$ cat config.mk
export PLATFORM = sky130hd
export DESIGN_NAME = rgb_led_pattern_fader
export DESIGN_NICKNAME = d
export VERILOG_FILES = /design/src/rtl/rlpf_pkg.sv /design/src/rtl/rlpf_ram.sv /design/src/rtl/rgb_led_pattern_fader.sv
export SDC_FILE = /design/constraint.sdc
export NUM_CORES = 2
export LEC_CHECK = 0
export BUFFER_PORTS_ARGS = -buffer_cell sky130_fd_sc_hd__buf_2
export CORE_MARGIN = 2
export CORE_UTILIZATION = 45
export CTS_CLUSTER_DIAMETER = 200
export DETAILED_ROUTE_END_ITERATION = 8
export GPL_TIMING_DRIVEN = 0
export SLEW_MARGIN = 20
export SYNTH_ARGS = -nofsm -noshare
export SYNTH_HDL_FRONTEND = slang
export SYNTH_SLANG_ARGS = --single-unit
$ cat constraint.sdc
create_clock -name i_clk -period 15.95 [get_ports i_clk]
set_clock_uncertainty 0.2 [all_clocks]
set_input_delay 1.595 -clock i_clk [delete_from_list [all_inputs] [get_ports i_clk]]
set_output_delay 1.595 -clock i_clk [all_outputs]
set_load 0.1 [all_outputs]
$ cat src/rtl/rlpf_pkg.sv
// Types, constants and the duty scaling function for the RGB LED pattern fader.
// No dependencies; the top level imports this package.
package rlpf_pkg;

    localparam int MAX_STEPS   = 16;
    localparam int NUM_CH      = 3;
    localparam int TABLE_DEPTH = NUM_CH * MAX_STEPS;
    localparam int IDX_W       = 6;
    localparam int LVL_W       = 7;
    localparam int STEP_W      = 5;
    localparam int SCALE_W     = 24;
    localparam int DUTY_W      = 16;
    localparam int PROD_W      = SCALE_W + LVL_W;

    localparam int CH_RED   = 0;
    localparam int CH_GREEN = 1;
    localparam int CH_BLUE  = 2;

    localparam logic [STEP_W-1:0] STEPS_LIMIT = STEP_W'(MAX_STEPS);
    localparam logic [LVL_W-1:0]  FLASH_LEVEL = LVL_W'(50);
    localparam logic [DUTY_W-1:0] PWM_PERIOD  = DUTY_W'(1000);

    // duty = floor(prod / 25600) = floor((prod >> 10) / 25)
    localparam int                RECIP_W     = 22;
    localparam int                RECIP_SHIFT = 26;
    localparam logic [RECIP_W-1:0] RECIP_25   = RECIP_W'(2684355);
    localparam logic [PROD_W-1:0] SAT_LIMIT   = PROD_W'(1677721600);

    localparam logic [0:0] CFG_SCALE = 1'b0;
    localparam logic [0:0] CFG_STEPS = 1'b1;

    typedef enum logic [1:0] {
        ACT_TICK  = 2'd0,
        ACT_WRITE = 2'd1,
        ACT_FLASH = 2'd2
    } t_action;

    typedef enum logic [1:0] {
        COL_RED   = 2'd0,
        COL_GREEN = 2'd1,
        COL_BLUE  = 2'd2,
        COL_WHITE = 2'd3
    } t_color;

    // Saturating floor(prod / 25600) via reciprocal multiply, exact below SAT_LIMIT.
    function automatic logic [DUTY_W-1:0] duty_of(input logic [PROD_W-1:0] prod);
        logic [PROD_W-11:0]          y;
        logic [PROD_W-10+RECIP_W-1:0] q;
        y = prod[PROD_W-1:10];
        q = (PROD_W-10+RECIP_W)'(y) * (PROD_W-10+RECIP_W)'(RECIP_25);
        if (prod >= SAT_LIMIT) begin
            return '1;
        end
        return q[RECIP_SHIFT+DUTY_W-1:RECIP_SHIFT];
    endfunction

endpackage

$ cat src/rtl/rlpf_ram.sv
// Generic RAM: one write port, two registered read ports, read-before-write.
// No dependencies.
module rlpf_ram #(
    parameter int WIDTH = 8,
    parameter int DEPTH = 32
) (
    input  logic                     i_clk,
    input  logic                     i_we,
    input  logic [$clog2(DEPTH)-1:0] i_waddr,
    input  logic [WIDTH-1:0]         i_wdata,
    input  logic [$clog2(DEPTH)-1:0] i_raddr_a,
    input  logic [$clog2(DEPTH)-1:0] i_raddr_b,
    output logic [WIDTH-1:0]         o_rdata_a,
    output logic [WIDTH-1:0]         o_rdata_b
);

    logic [WIDTH-1:0] r_mem [DEPTH];
    logic [WIDTH-1:0] r_rdata_a;
    logic [WIDTH-1:0] r_rdata_b;

    always_ff @(posedge i_clk) begin
        if (i_we) begin
            r_mem[i_waddr] <= i_wdata;
        end
        r_rdata_a <= r_mem[i_raddr_a];
        r_rdata_b <= r_mem[i_raddr_b];
    end

    assign o_rdata_a = r_rdata_a;
    assign o_rdata_b = r_rdata_b;

endmodule

$ cat src/rtl/rgb_led_pattern_fader.sv
// RGB LED pattern fader top level; uses rlpf_pkg and rlpf_ram.
//
// Input channel (i_valid/o_ready) carries one word per action: tick, pattern
// table write or flash request. Only a tick produces an output word on the
// o_valid/i_ready channel: three PWM compare values and the step index.
// Configuration (scale, steps per color) goes through the i_cfg_* port; the
// user must write it with no tick in flight, which the block does not enforce.
//
// Throughput: one word per cycle while o_ready is high. The pattern table
// is held in three RAM copies, each read every cycle at the current step
// and at the step that follows it, so a tick that advances the step does
// not stall the next one. A tick's state update and scale product are
// registered in stage A and the divide-by-25600 multiply in stage B, whose
// valid flag drives o_valid.
// Reset clears the step, levels, pending flash and config registers; the
// table is undefined until written. o_ready is held low after reset, and
// in the cycle after each config write, while the table read is refetched.
// When the receiver stalls, the two pipeline stages hold; o_ready drops
// when both are full, and while r_hold is set.
module rgb_led_pattern_fader
    import rlpf_pkg::*;
(
    input  logic               i_clk,
    input  logic               i_rst_n,
    input  logic               i_valid,
    output logic               o_ready,
    input  logic [1:0]         i_action,
    input  logic [IDX_W-1:0]   i_entry_index,
    input  logic [LVL_W-1:0]   i_entry_value,
    input  logic [1:0]         i_flash_color,
    output logic               o_valid,
    input  logic               i_ready,
    output logic [DUTY_W-1:0]  o_red_duty,
    output logic [DUTY_W-1:0]  o_green_duty,
    output logic [DUTY_W-1:0]  o_blue_duty,
    output logic [STEP_W-1:0]  o_step_index,
    input  logic               i_cfg_we,
    input  logic [0:0]         i_cfg_index,
    input  logic [SCALE_W-1:0] i_cfg_wdata
);

    // configuration and control state
    logic [SCALE_W-1:0] r_scale;
    logic [STEP_W-1:0]  r_steps_cfg;
    logic               r_hold;
    logic [STEP_W-1:0]  r_step;
    logic [LVL_W-1:0]   r_lvl [NUM_CH];
    logic               r_flash_pend;
    t_color             r_flash_col;

    // table read bookkeeping
    logic               r_adv;
    logic               r_wr_valid;
    logic [IDX_W-1:0]   r_wr_addr;
    logic [LVL_W-1:0]   r_wr_data;
    logic [IDX_W-1:0]   r_addr_a [NUM_CH];
    logic [IDX_W-1:0]   r_addr_b [NUM_CH];
    logic [LVL_W-1:0]   w_rd_a [NUM_CH];
    logic [LVL_W-1:0]   w_rd_b [NUM_CH];

    // pipeline stages
    logic               r_a_valid;
    logic               r_a_flash;
    logic [NUM_CH-1:0]  r_a_mask;
    logic [STEP_W-1:0]  r_a_step;
    logic [PROD_W-1:0]  r_a_prod [NUM_CH];
    logic               r_b_valid;
    logic [DUTY_W-1:0]  r_b_duty [NUM_CH];
    logic [STEP_W-1:0]  r_b_step;

    // combinational
    logic               in_acc;
    logic               is_tick;
    logic               is_write;
    logic               is_flash;
    logic               tick_acc;
    logic               wr_en;
    logic               pipe_adv;
    logic [STEP_W-1:0]  n_eff;
    logic [STEP_W-1:0]  cur_e;
    logic [STEP_W-1:0]  nxt_e;
    logic [IDX_W-1:0]   base [NUM_CH];
    logic [IDX_W-1:0]   n_addr_a [NUM_CH];
    logic [IDX_W-1:0]   n_addr_b [NUM_CH];
    logic [LVL_W-1:0]   tgt [NUM_CH];
    logic [NUM_CH-1:0]  hit;
    logic [LVL_W-1:0]   n_fade [NUM_CH];
    logic [LVL_W-1:0]   n_lvl [NUM_CH];
    logic [NUM_CH-1:0]  n_mask;
    logic [STEP_W-1:0]  n_step;

    always_comb begin
        is_tick  = 1'b0;
        is_write = 1'b0;
        is_flash = 1'b0;
        case (t_action'(i_action))
            ACT_TICK:  is_tick  = 1'b1;
            ACT_WRITE: is_write = 1'b1;
            ACT_FLASH: is_flash = 1'b1;
            default:   is_tick  = 1'b0;
        endcase
    end

    assign pipe_adv = !r_b_valid || i_ready;
    assign o_ready  = i_rst_n && !r_hold && (!r_a_valid || pipe_adv);
    assign in_acc   = i_valid && o_ready;
    assign tick_acc = in_acc && is_tick;
    assign wr_en    = in_acc && is_write && (i_entry_index < IDX_W'(TABLE_DEPTH));

    // effective step now and the one after it; both are prefetched
    always_comb begin
        n_eff = (r_steps_cfg > STEPS_LIMIT) ? STEPS_LIMIT : r_steps_cfg;
        cur_e = (r_step >= n_eff) ? '0 : r_step;
        nxt_e = ((cur_e + STEP_W'(1)) >= n_eff) ? '0 : cur_e + STEP_W'(1);
        base[CH_RED]   = '0;
        base[CH_GREEN] = IDX_W'(n_eff);
        base[CH_BLUE]  = {n_eff, 1'b0};
        for (int c = 0; c < NUM_CH; c++) begin
            n_addr_a[c] = base[c] + IDX_W'(cur_e);
            n_addr_b[c] = base[c] + IDX_W'(nxt_e);
        end
    end

    for (genvar c = 0; c < NUM_CH; c++) begin : g_table
        rlpf_ram #(
            .WIDTH (LVL_W),
            .DEPTH (TABLE_DEPTH)
        ) u_ram (
            .i_clk     (i_clk),
            .i_we      (wr_en),
            .i_waddr   (i_entry_index),
            .i_wdata   (i_entry_value),
            .i_raddr_a (n_addr_a[c]),
            .i_raddr_b (n_addr_b[c]),
            .o_rdata_a (w_rd_a[c]),
            .o_rdata_b (w_rd_b[c])
        );
    end

    // pick the prefetched target, forward a write made in the previous cycle
    always_comb begin
        for (int c = 0; c < NUM_CH; c++) begin
            if (r_wr_valid && (r_wr_addr == (r_adv ? r_addr_b[c] : r_addr_a[c]))) begin
                tgt[c] = r_wr_data;
            end else begin
                tgt[c] = r_adv ? w_rd_b[c] : w_rd_a[c];
            end
            hit[c] = (r_lvl[c] == tgt[c]);
            if (r_lvl[c] < tgt[c]) begin
                n_fade[c] = r_lvl[c] + LVL_W'(1);
            end else if (r_lvl[c] > tgt[c]) begin
                n_fade[c] = r_lvl[c] - LVL_W'(1);
            end else begin
                n_fade[c] = r_lvl[c];
            end
        end
        n_step = cur_e + STEP_W'(&hit);
        n_mask[CH_RED]   = (r_flash_col == COL_RED)   || (r_flash_col == COL_WHITE);
        n_mask[CH_GREEN] = (r_flash_col == COL_GREEN) || (r_flash_col == COL_WHITE);
        n_mask[CH_BLUE]  = (r_flash_col == COL_BLUE)  || (r_flash_col == COL_WHITE);
        for (int c = 0; c < NUM_CH; c++) begin
            if (r_flash_pend) begin
                n_lvl[c] = n_mask[c] ? FLASH_LEVEL : '0;
            end else begin
                n_lvl[c] = n_fade[c];
            end
        end
    end

    always_ff @(posedge i_clk) begin
        if (!i_rst_n) begin
            r_scale      <= '0;
            r_steps_cfg  <= '0;
            r_hold       <= 1'b1;
            r_step       <= '0;
            r_flash_pend <= 1'b0;
            r_flash_col  <= COL_RED;
            r_adv        <= 1'b0;
            r_wr_valid   <= 1'b0;
            r_a_valid    <= 1'b0;
            r_b_valid    <= 1'b0;
            for (int c = 0; c < NUM_CH; c++) begin
                r_lvl[c] <= '0;
            end
        end else begin
            r_hold     <= i_cfg_we;
            r_adv      <= tick_acc && (&hit);
            r_wr_valid <= wr_en;
            if (i_cfg_we) begin
                case (i_cfg_index)
                    CFG_SCALE: r_scale     <= i_cfg_wdata;
                    CFG_STEPS: r_steps_cfg <= i_cfg_wdata[STEP_W-1:0];
                    default:   r_scale     <= r_scale;
                endcase
            end
            if (in_acc && is_flash) begin
                r_flash_pend <= 1'b1;
                r_flash_col  <= t_color'(i_flash_color);
            end
            if (tick_acc) begin
                r_step       <= n_step;
                r_flash_pend <= 1'b0;
                for (int c = 0; c < NUM_CH; c++) begin
                    r_lvl[c] <= n_lvl[c];
                end
            end
            if (pipe_adv) begin
                r_b_valid <= r_a_valid;
            end
            // stage A loads whenever it is empty or drains into stage B
            if (!r_a_valid || pipe_adv) begin
                r_a_valid <= tick_acc;
            end
        end
    end

    // payload registers
    always_ff @(posedge i_clk) begin
        r_wr_addr <= i_entry_index;
        r_wr_data <= i_entry_value;
        for (int c = 0; c < NUM_CH; c++) begin
            r_addr_a[c] <= n_addr_a[c];
            r_addr_b[c] <= n_addr_b[c];
        end
        if (tick_acc) begin
            r_a_flash <= r_flash_pend;
            r_a_mask  <= n_mask;
            r_a_step  <= n_step;
            for (int c = 0; c < NUM_CH; c++) begin
                r_a_prod[c] <= PROD_W'(r_scale) * PROD_W'(n_fade[c]);
            end
        end
        if (pipe_adv && r_a_valid) begin
            r_b_step <= r_a_step;
            for (int c = 0; c < NUM_CH; c++) begin
                if (r_a_flash) begin
                    r_b_duty[c] <= r_a_mask[c] ? PWM_PERIOD : '0;
                end else begin
                    r_b_duty[c] <= duty_of(r_a_prod[c]);
                end
            end
        end
    end

    assign o_valid      = r_b_valid;
    assign o_red_duty   = r_b_duty[CH_RED];
    assign o_green_duty = r_b_duty[CH_GREEN];
    assign o_blue_duty  = r_b_duty[CH_BLUE];
    assign o_step_index = r_b_step;

    a_step_bound: assert property (@(posedge i_clk) disable iff (!i_rst_n)
        r_step <= STEPS_LIMIT)
        else $error("step counter above step limit");

    a_cfg_refetch: assert property (@(posedge i_clk) disable iff (!i_rst_n)
        i_cfg_we |=> !o_ready)
        else $error("word accepted before table refetch after config write");

    a_flash_stage: assert property (@(posedge i_clk) disable iff (!i_rst_n)
        (tick_acc && r_flash_pend) |=> (r_a_valid && r_a_flash && !r_flash_pend))
        else $error("pending flash not carried into the pipeline");

    a_flash_level: assert property (@(posedge i_clk) disable iff (!i_rst_n)
        (tick_acc && r_flash_pend) |=>
            ((r_lvl[CH_RED] == FLASH_LEVEL) || (r_lvl[CH_RED] == '0)))
        else $error("red level not preset by flash");

    a_stage_hold: assert property (@(posedge i_clk) disable iff (!i_rst_n)
        (r_a_valid && !pipe_adv) |=> (r_a_valid && $stable(r_a_step)))
        else $error("stalled stage lost its word");

endmodule
==> impl_table.tex <==
\begin{tabular}{lr}
\hline
Metric & Value \\
\hline
\multicolumn{2}{l}{\textbf{Status}} \\
\quad Result of the run & finished clean \\
\multicolumn{2}{l}{\textbf{Synthesis}} \\
\quad Most used DFF post-synth & sky130\_fd\_sc\_hd\_\_edfxtp\_1 \\
\quad Mean area per synthesized cell & 10.8 sq um \\
\quad Top-area cell type share of the netlist area & 0.212 \\
\quad Share of the yosys chip area belonging to registers & 0.239 \\
\quad Cell types with the largest area share after synthesis & sky130\_fd\_sc\_hd\_\_fa\_1 (21\%), sky130\_fd\_sc\_hd\_\_edfxtp\_1 (20\%), sky130\_fd\_sc\_hd\_\_ha\_1 (14\%), sky130\_fd\_sc\_hd\_\_mux4\_2 (9.6\%), sky130\_fd\_sc\_hd\_\_inv\_1 (5.6\%) \\
\quad Most frequent cell after synthesis & sky130\_fd\_sc\_hd\_\_inv\_1 \\
\quad Combinational family with the most area after synthesis & adder cells \\
\quad Share of synthesized cell area in and, or, nand and nor gates & 0.109 \\
\quad Yosys warning count & 0 \\
\quad Number of flops mapped to enable cells by yosys & 512 \\
\quad Cell area after synthesis & around 75000 sq um \\
\quad Yosys reg bits & 641 \\
\quad Cell type with the highest aggregate area in the netlist & sky130\_fd\_sc\_hd\_\_fa\_1 \\
\quad Fraction of the mapped netlist area in adder cells & 0.353 \\
\quad Number of distinct standard cells referenced by the synthesized netlist & 85 \\
\quad Multiplexer area fraction after synthesis & 0.136 \\
\quad Most common library cells after synthesis & sky130\_fd\_sc\_hd\_\_inv\_1 (1125), sky130\_fd\_sc\_hd\_\_ha\_1 (849), sky130\_fd\_sc\_hd\_\_fa\_1 (793), sky130\_fd\_sc\_hd\_\_nand2\_1 (635), sky130\_fd\_sc\_hd\_\_edfxtp\_1 (512) \\
\quad Post-synthesis share of cell area spent on xor and xnor gates & 0.0220 \\
\quad Post-synthesis async set-or-reset flop share & 0 \\
\quad Post-Syn Instances & between 6000 and 7000 \\
\quad Net Count, Synth & around 8600 \\
\quad Area fraction in compound gates after synthesis & 0.0674 \\
\multicolumn{2}{l}{\textbf{Setup path}} \\
\quad WP data arrival & 13020 ps \\
\quad Req. time, crit path & about 16000 ps \\
\quad Type of element launching the critical path & flip-flop \\
\quad Setup Crit Path Kind & reg2reg \\
\quad Crit path largest cell delay & $\sim$900 ps \\
\quad Kind of end point of the critical path & flip-flop \\
\quad Cell with the largest stage delay on the worst path & sky130\_fd\_sc\_hd\_\_xnor2\_1 \\
\quad Biggest fanout along the worst timing path & 10 \\
\multicolumn{2}{l}{\textbf{Clocking}} \\
\quad Count of hold-fix buffers inserted at cts & 0 \\
\quad Clock Tree Buf Depth & 3 \\
\quad Clock slew at reported path FFs & 60 ps \\
\quad Clock root buffer master & sky130\_fd\_sc\_hd\_\_clkbuf\_16 \\
\quad Post-CTS resize count & 0 \\
\quad Sink count of the clock tree & about 640 \\
\quad Number of buffers added by the clock tree synthesis step & 79 \\
\quad Number of post-CTS setup repair buffers & 0 \\
\quad Clk\_lat worst skew & just under 800 ps \\
\quad H-tree depth & 3 \\
\quad TritonCTS clock tree & yes \\
\multicolumn{2}{l}{\textbf{Floorplan}} \\
\quad Core area & $\sim$170000 sq um \\
\quad Number of top-level pins & 102 \\
\quad Floorplan die area & $\sim$170000 sq um \\
\quad Starting density of the core & 0.454 \\
\quad Num rows & about 150 \\
\quad Width of the chip & 412 um \\
\quad Die Span Y & 412 um \\
\multicolumn{2}{l}{\textbf{Detailed routing}} \\
\quad Antenna Nets Post-Route & 0 \\
\quad Count of unresolved DRC violations after routing & 0 \\
\quad First-pass DRT Iterations & 7 \\
\quad WL/cell & $\sim$32 um \\
\quad DRT iter0 DRCs & roughly 5800 \\
\quad Final wirelength & 298000 um \\
\quad Routed vias/inst & between 6 and 7 \\
\quad Total number of vias & 56564 \\
\multicolumn{2}{l}{\textbf{STA}} \\
\quad Sum Neg Setup Slack & 0 ps \\
\quad Final hold vios & 0 \\
\quad Pins over their slew limit & 0 \\
\quad Unrepaired setup endpoints after global routing & no \\
\quad Setup violators final & 0 \\
\quad Worst max-slew margin expressed relative to the limit & 0.134 \\
\quad Slew @ Worst Pin & between 1000 and 1500 ps \\
\quad Min cycle time layout & $\sim$13000 ps \\
\quad Maximum clock frequency & 0.0782 GHz \\
\quad Ratio of final minimum period to clock period & 0.802 \\
\multicolumn{2}{l}{\textbf{Placement}} \\
\quad Placement-stage cell area & between 70000 and 80000 sq um \\
\quad IO buf count & 100 \\
\quad Half-perimeter wire length after detailed placement & 238000 um \\
\quad Last weighted congestion value of the routability-driven placer & roughly 1.0 \\
\multicolumn{2}{l}{\textbf{GRT}} \\
\quad Total congestion overflow after global routing & 0 \\
\quad Pin count of the biggest net entering global routing & 66 \\
\quad Number of global-route vias before repair & between 50000 and 60000 \\
\quad First-pass GRT wire length & 421000 um \\
\quad All-Layer GR Usage & 0.353 \\
\quad Initial antenna violation count & 17 \\
\multicolumn{2}{l}{\textbf{Cells and area}} \\
\quad Synthesis-to-layout area growth & 8.74\% \\
\quad Share of final-layout standard cells stronger than drive strength 1 & 0.105 \\
\quad Final design instance area without fill & 81600 sq um \\
\quad Number of nets in the final layout & slightly below 9000 \\
\multicolumn{2}{l}{\textbf{Pwr}} \\
\quad Leakage dissipation & 0.0365 uW \\
\quad Peak ir drop on the vdd network & between 0.0001 and 0.00015 V \\
\quad Overall power of the completed layout & roughly 5800 uW \\
\quad Power per cell area & 71.4 nW/um\^{}2 \\
\multicolumn{2}{l}{\textbf{Worst hold path}} \\
\quad Path class of the lowest-slack min-delay path & reg2reg \\
\multicolumn{2}{l}{\textbf{Flow run}} \\
\quad Max Cap Violations & 0 \\
\hline
\end{tabular}
-- critical path: cells and delay by family (launching register included) --
kind | cells | cell delay, ps
flip-flops | 1 | 310
buffers and inverters | 4 | 2340
AND/OR/NAND/NOR | 7 | 2120
AO/OA/AOI/OAI | 12 | 3290
adder cells (fa/ha/maj) | 6 | 2630
XOR/XNOR | 3 | 1180
multiplexers | 1 | 400
-- area by class of cell --
cell class	count	area (sq um)
repair buffers	117	741
well taps	2189	2740
fillers	15197	83600
clock inverters	55	821
flip-flops and latches	641	18000
inverters	1133	4260
multi-input cells	4855	51600
clock buffers	91	2050
plain buffers	302	1330
diodes	5	12.5
-- placed cells by master (no fill, tap or decap), drive strengths merged, types with 29 or more instances in the layout --
cell type,count
mux4,320
a211oi,32
nand4,33
a21o,78
clkbuf,308
fa,793
o21ai,81
and3,37
mux2i,278
nand2,638
clkinv,29
a31oi,37
o21a,34
nand3,190
nand2b,32
dfxtp,129
xnor2,126
a21oi,221
inv,1144
ha,849
nor2b,46
a21boi,39
buf,202
edfxtp,512
a311oi,49
and2,373
nor2,202
nor3,41
xor2,62
-- state kept, by name, summed over array words and instances (netlist names), 6 cells and up --
register and count:
g_table.u_ram.r_mem 336, r_a_prod 93, r_b_duty 48, r_scale 24, g_table.u_ram.o_rdata_a 21, g_table.u_ram.o_rdata_b 21
r_lvl 21, r_addr_a 16, r_addr_b 16, r_wr_data 7, r_wr_addr 6
-- logic make-up (layout without fill, tap and decap cells) --
logic type	count (synthesis)	after routing
flops	641	641
compound gates	743	743
xor+xnor	188	188
simple gates	1668	1668
mux	614	614
other cells	0	5
buf+inv	1435	1698
fa+ha+maj	1642	1642
-- power breakdown --
group | internal [uW] | switching [uW]
Sequential | 1840 | 21.0
Clock | 1160 | 867
Combinational | 758 | 1180
-- metal layers --
metal  GRT usage  wire (um)  up-vias
li1            -          -    24106
met1       0.446     117000    28994
met2       0.557     136000     2766
met3      0.0702      22700      694
met4       0.219      22600        4
met5           0         27        -
-- path summary, 6_finish.rpt --
path | end | cells after the start | slack, ps | start
max reg2reg | r_a_prod[0][61] | 33 | 3160 | r_adv
min reg2reg | o_step_index[2] | 0 | 240 | r_a_step[2]
max | r_a_prod[0][61] | 33 | 3160 | r_adv
min | o_step_index[2] | 0 | 240 | r_a_step[2]
-- per-stage QoR --
stage / hold WS, ps / util / instances / setup slack (ps)
6_report: 236 / 0.494 / 9388 / 3160
5_1_grt: 242 / 0.494 / 9385 / 2600
4_1_cts: 236 / 0.493 / 9381 / 3370
3_5_place_dp: 212 / 0.476 / 9235 / 3480
3_3_place_gp: 221 / 0.474 / 9220 / 3470
2_1_floorplan: 200 / - / 6931 / 6600
No activity file was read; power rests on OpenSTA's default activity.
